`src/rtl/epg_pkg.sv`:
```
// ----------------------------------------------------------------------------
// Ellipse point generator package
// Widths, codes, trig constants and bundles shared by the block's modules
// ----------------------------------------------------------------------------
package epg_pkg;

  localparam int COORD_BITS  = 32;
  localparam int FRAC_BITS   = 16;
  localparam int MAX_SAMPLES = 10000;
  localparam int MIN_SAMPLES = 4;

  localparam int IDX_W      = 14;
  localparam int AXIS_W     = 31;
  localparam int ECC_W      = FRAC_BITS + 1;
  localparam int CFG_IDX_W  = 3;
  localparam int CFG_DATA_W = 32;

  localparam logic [30:0] Q30_ONE     = 31'h4000_0000;
  localparam logic [30:0] PI_HALF_Q30 = 31'd1686629713;

  localparam int HORNER_STEPS = 6;
  localparam int SIN_DIV [HORNER_STEPS] = '{156, 110, 72, 42, 20, 6};
  localparam int COS_DIV [HORNER_STEPS] = '{132, 90, 56, 30, 12, 2};

  typedef enum logic [2:0] {
    ST_OK    = 3'd0,
    ST_AXIS  = 3'd1,
    ST_ORDER = 3'd2,
    ST_COUNT = 3'd3,
    ST_INDEX = 3'd4
  } status_e;

  typedef enum logic [CFG_IDX_W-1:0] {
    CFG_CENTER_X = 3'd0,
    CFG_CENTER_Y = 3'd1,
    CFG_MAJOR    = 3'd2,
    CFG_MINOR    = 3'd3,
    CFG_HORIZ    = 3'd4,
    CFG_COUNT    = 3'd5
  } cfg_idx_e;

  typedef struct packed {
    logic [COORD_BITS-1:0] center_x;
    logic [COORD_BITS-1:0] center_y;
    logic [AXIS_W-1:0]     major_axis;
    logic [AXIS_W-1:0]     minor_axis;
    logic                  horizontal;
    logic [IDX_W-1:0]      count;
  } cfg_t;

  typedef struct packed {
    logic              busy;
    logic [AXIS_W-1:0] focal;
    logic [ECC_W-1:0]  ecc;
  } focal_t;

endpackage

```
`src/rtl/epg_focal.sv`:
```
// ----------------------------------------------------------------------------
// Ellipse focal unit
// Recomputes focal distance and eccentricity after each register write
// ----------------------------------------------------------------------------
module epg_focal (
  input  logic           clk_i,
  input  logic           rst_ni,
  input  logic           cfg_we_i,
  input  epg_pkg::cfg_t  cfg_i,
  output epg_pkg::focal_t focal_o
);

  localparam int SQRT_STEPS = 31;
  localparam int CNT_W      = $clog2(SQRT_STEPS);
  localparam int FB         = epg_pkg::FRAC_BITS;

  typedef enum logic [1:0] {FS_IDLE, FS_MUL, FS_SQRT, FS_DIV} state_e;

  state_e                          state_q;
  logic [CNT_W-1:0]                cnt_q;
  logic [61:0]                     rad_q, root_q, bit_q;
  logic [31:0]                     rem_q;
  logic [FB-1:0]                   quo_q;
  logic [epg_pkg::AXIS_W-1:0]      focal_q;
  logic [epg_pkg::ECC_W-1:0]       ecc_q;

  logic [61:0] sq_sum, root_d;
  logic        sq_ge;
  logic [31:0] dv_tr;
  logic        dv_ge;
  logic [FB-1:0] quo_d;

  always_comb begin
    sq_sum = root_q + bit_q;
    sq_ge  = rad_q >= sq_sum;
    root_d = sq_ge ? (root_q >> 1) + bit_q : root_q >> 1;
    dv_tr  = {rem_q[30:0], 1'b0};
    dv_ge  = dv_tr >= {1'b0, cfg_i.major_axis};
    quo_d  = {quo_q[FB-2:0], dv_ge};
  end

  always_ff @(posedge clk_i or negedge rst_ni) begin
    if (!rst_ni) begin
      state_q <= FS_IDLE;
      cnt_q   <= '0;
      focal_q <= '0;
      ecc_q   <= '0;
    end else if (cfg_we_i) begin
      state_q <= FS_MUL;
    end else begin
      case (state_q)
        FS_IDLE: begin
        end
        FS_MUL: begin
          if (cfg_i.major_axis >= cfg_i.minor_axis) begin
            rad_q <= 62'(63'(cfg_i.major_axis - cfg_i.minor_axis) *
                         (63'(cfg_i.major_axis) + 63'(cfg_i.minor_axis)));
          end else begin
            rad_q <= '0;
          end
          root_q  <= '0;
          bit_q   <= 62'(1) << 60;
          cnt_q   <= '0;
          state_q <= FS_SQRT;
        end
        FS_SQRT: begin
          if (sq_ge) rad_q <= rad_q - sq_sum;
          root_q <= root_d;
          bit_q  <= bit_q >> 2;
          if (cnt_q == CNT_W'(SQRT_STEPS - 1)) begin
            focal_q <= root_d[epg_pkg::AXIS_W-1:0];
            rem_q   <= {1'b0, root_d[epg_pkg::AXIS_W-1:0]};
            cnt_q   <= '0;
            state_q <= FS_DIV;
          end else begin
            cnt_q <= cnt_q + CNT_W'(1);
          end
        end
        FS_DIV: begin
          rem_q <= dv_ge ? dv_tr - {1'b0, cfg_i.major_axis} : dv_tr;
          quo_q <= quo_d;
          if (cnt_q == CNT_W'(FB - 1)) begin
            ecc_q   <= epg_pkg::ECC_W'(quo_d);
            state_q <= FS_IDLE;
          end else begin
            cnt_q <= cnt_q + CNT_W'(1);
          end
        end
        default: state_q <= FS_IDLE;
      endcase
    end
  end

  assign focal_o.busy  = state_q != FS_IDLE;
  assign focal_o.focal = focal_q;
  assign focal_o.ecc   = ecc_q;

endmodule

```
`config.mk`:
```
export PLATFORM = sky130hd
export DESIGN_NAME = epg_focal
export DESIGN_NICKNAME = d
export VERILOG_FILES = /design/src/rtl/epg_pkg.sv /design/src/rtl/epg_focal.sv
export SDC_FILE = /design/constraint.sdc
export NUM_CORES = 2
export LEC_CHECK = 0
export BUFFER_PORTS_ARGS = -buffer_cell sky130_fd_sc_hd__buf_2
export CAP_MARGIN = 20
export CORE_AREA = 4 4 306 533
export CTS_CLUSTER_SIZE = 28
export DETAILED_ROUTE_END_ITERATION = 7
export DIE_AREA = 0 0 310 537
export SLEW_MARGIN = 15
export SYNTH_ARGS = -nofsm -noshare
export SYNTH_HDL_FRONTEND = slang
export SYNTH_SLANG_ARGS = --single-unit
```
`constraint.sdc`:
```
create_clock -name clk_i -period 17.25 [get_ports clk_i]
set_input_delay 2.5875 -clock clk_i [delete_from_list [all_inputs] [get_ports clk_i]]
set_output_delay 2.5875 -clock clk_i [all_outputs]
set_load 0.01 [all_outputs]
```
==> impl_metrics.toml <==
[outcome]
status = "completed"

[synth]
syn_inst = 6302
synth_ff_type = "edfxtp_1"
synth_cell_types = 95
synthTopCellsByArea = "fa_1, ha_1, edfxtp_1"
yosysWarnings = 0
ys_seq_area_share_pct = 13.4
synth_top_area_share_pct = 32.6
synth_area_sq_um = 55300
ys_async_sr_fraction_pct = 21.2
synth_nets = 7848
synth_area_leader_cell = "fa_1"
synth_seq_cells = 255
synth_area_per_cell_sq_um = 8.77
synth_edf_count = 201

[worst_setup_path]
cp_slowest_cell = "o31ai_1"
critPathLaunchType = "input port"
rrSetupSlack_ns = 8.42
critPathTopFamily = "adder cells"
arrival_ns = 14.95
r2r-end = "rad_q[58]"
reg2reg_depth = 23
crit_fanout = 21
slowest_delay_ns = 0.72
cpMostUsedCell = "fa_1"
criticalPathCategory = "input port to register"
r2r-start = "root_q[10]"
end_kind = "register"
required_ns = 17.56
cp.buffers_inverters = 5

[die]
die_w_microns = 310
core_sq_um = 158000
start_util_pct = 34.9
std_cell_rows = 193
die_h_microns = 537
top_level_ports = 193
die_area_sq_um = 166000

[detailed_routing]
num_vias = 45400
drt_pass1_iterations = 6
drtIter0Drc = 2926
via_per_inst = 5.43
route.detailed.drc = 0
ant_nets = 0
wl_microns = 192000
post_drt_wl_per_cell_microns = 23.0

[global_route]
antenna_found_initial = 4
grt-ovfl-total = 0
grt_max_degree = 60
grt_use_total_pct = 23.1
grt_pass1_wl_microns = 291000
grt_pass1_vias = 48800

[min_path]
min_to = "quo_q[10]"
min_path_type = "register to register"
worstHoldStart = "quo_q[9]"
whs_path_depth = 0

[clocking]
cts.clk_slew.worst_paths_ns = 0.07
post_cts_resized = 0
cts_tree = "yes"
cts.sinks = 255
cts_setup_buffers = 0
cts_made_buffers = 23
clkLatencyLatePin_ns = 0.60
clockRootBuffer = "clkbuf_16"
cts_max_path_buffers = 3
htreeDepth = 1
hold_buffers = 0

[placed_design]
port_buffers = 112
dp_slack_ns = 2.06
hpwl_microns = 156000
gp_congestion = 1.00

[layout]
syn_to_final_growth_pct = 8.06
multi_input_area_sq_um = 43500
fill_cells = 16200
postLayoutCoreUtil_pct = 37.7
finalNetCount = 7835
regArea_sq_um = 7390
drive_above_1_share_pct = 6.72

[sta]
final-hold-violation-count = 0
slew_violations = 0
setup_ws_ns = 2.60
setup_violations = 0
fin_tns_setup_ns = 0
rsz0062_at_grt = "no"
tightest_slew_ns = 1.21
slew-limit-headroom_pct = 18.7
fmax_mhz = 68.3
hold_slack_ns = 0.450
fin_crit_sh_pct = 84.9
period_needed_ns = 14.65
worst_clock_skew_ns = 0.0189

[job]
maxCapViolations = 0
-- worst max path at each step --
| stage | startpoint | slack (ns) | cells after the start | to |
|---|---|---|---|---|
| 6_report | cfg_i[46] | 2.60 | 37 | rad_q[58] |
| 5_1_grt | cfg_i[46] | 2.25 | 37 | rad_q[58] |
| 4_1_cts | cfg_i[46] | 2.64 | 35 | rad_q[61] |
| 3_5_place_dp | cfg_i[46] | 2.06 | 35 | rad_q[61] |
| 3_3_place_gp | cfg_i[17] | 1.82 | 36 | rad_q[58] |
| 2_1_floorplan | cfg_i[15] | 5.07 | 37 | rad_q[60] |
-- metal layers --
layer	track usage [%]	wire length, microns
met1	23.7	64600
met2	42.7	99600
met3	2.18	9000
met4	18.4	19100
met5	0	0
-- layout by cell type, fill, tap and decap left out, types with 11 or more instances in the layout --
cell | synthesis | routed
mux2_2 | 17 | 17
nor2_1 | 801 | 801
a21o_1 | 111 | 111
edfxtp_1 | 201 | 201
fa_1 | 901 | 901
dfrtp_1 | 54 | 54
buf_2 | 34 | 112
xor2_1 | 127 | 123
nand2_1 | 668 | 667
buf_4 | 6 | 121
o31ai_1 | 23 | 23
nand3_1 | 47 | 47
nor3_1 | 38 | 38
a31oi_1 | 77 | 77
mux2i_1 | 27 | 27
a31o_2 | 14 | 14
xor2_2 | 8 | 11
inv_1 | 1045 | 1045
a21oi_1 | 280 | 280
o21bai_1 | 52 | 52
or2_2 | 15 | 15
a211oi_1 | 43 | 43
nand2b_1 | 67 | 67
nor2b_1 | 42 | 42
o21a_1 | 37 | 36
xnor2_2 | 2 | 28
o21ai_1 | 23 | 23
or3_1 | 28 | 27
and4_1 | 14 | 14
clkbuf_16 | 0 | 25
xnor2_1 | 212 | 166
o21ai_0 | 170 | 169
o211ai_1 | 15 | 15
nor4_1 | 13 | 13
and3_1 | 32 | 32
ha_1 | 501 | 499
and2_1 | 62 | 61
xnor2_4 | 0 | 20
o22ai_1 | 45 | 45
nand4_1 | 49 | 49
-- state kept, by name (all words and copies together), names as in the netlist --
signal   flops
cnt_q        5
state_q      2
quo_q       15
rem_q       31
ecc_q       16
rad_q       62
bit_q       31
focal_q     31
root_q      62
-- area by class of cell --
class,count,area share (%)
diodes,3,0.0126
clock buffers,30,1.10
clock inverters,11,0.249
inverters,1048,6.59
multi-input cells,4724,72.8
flip-flops and latches,255,12.4
well taps,2047,4.29
repair buffers,237,2.57
-- through the flow --
stage                     std cells  instance area [sq um]
after floorplan                6302                  55300
after global placement         8307                  58800
after detailed placement       8308                  58800
after CTS                      8349                  59700
after global routing           8353                  59700
final                          8355                  59700
-- kinds of logic after synthesis --
logic type	count (synthesis)	share of synthesized area, %
buffers and inverters	1323	9.17
adder cells (fa/ha/maj)	1402	44.0
XOR/XNOR	349	5.67
AND/OR/NAND/NOR	1902	14.8
AO/OA/AOI/OAI	1022	12.0
other	1	0.00679
multiplexers	48	0.942
flip-flops	255	13.4
-- synthesized netlist by cell type, types with 111 or more instances --
| master | number |
|---|---|
| fa_1 | 901 |
| ha_1 | 501 |
| a21o_1 | 111 |
| xnor2_1 | 212 |
| nand2_1 | 668 |
| clkbuf_1 | 224 |
| xor2_1 | 127 |
| a21oi_1 | 280 |
| inv_1 | 1045 |
| o21ai_0 | 170 |
| edfxtp_1 | 201 |
| nor2_1 | 801 |
Power is not shown: default switching activity piles up to over one toggle a cycle in this logic, so the estimate is an artifact.
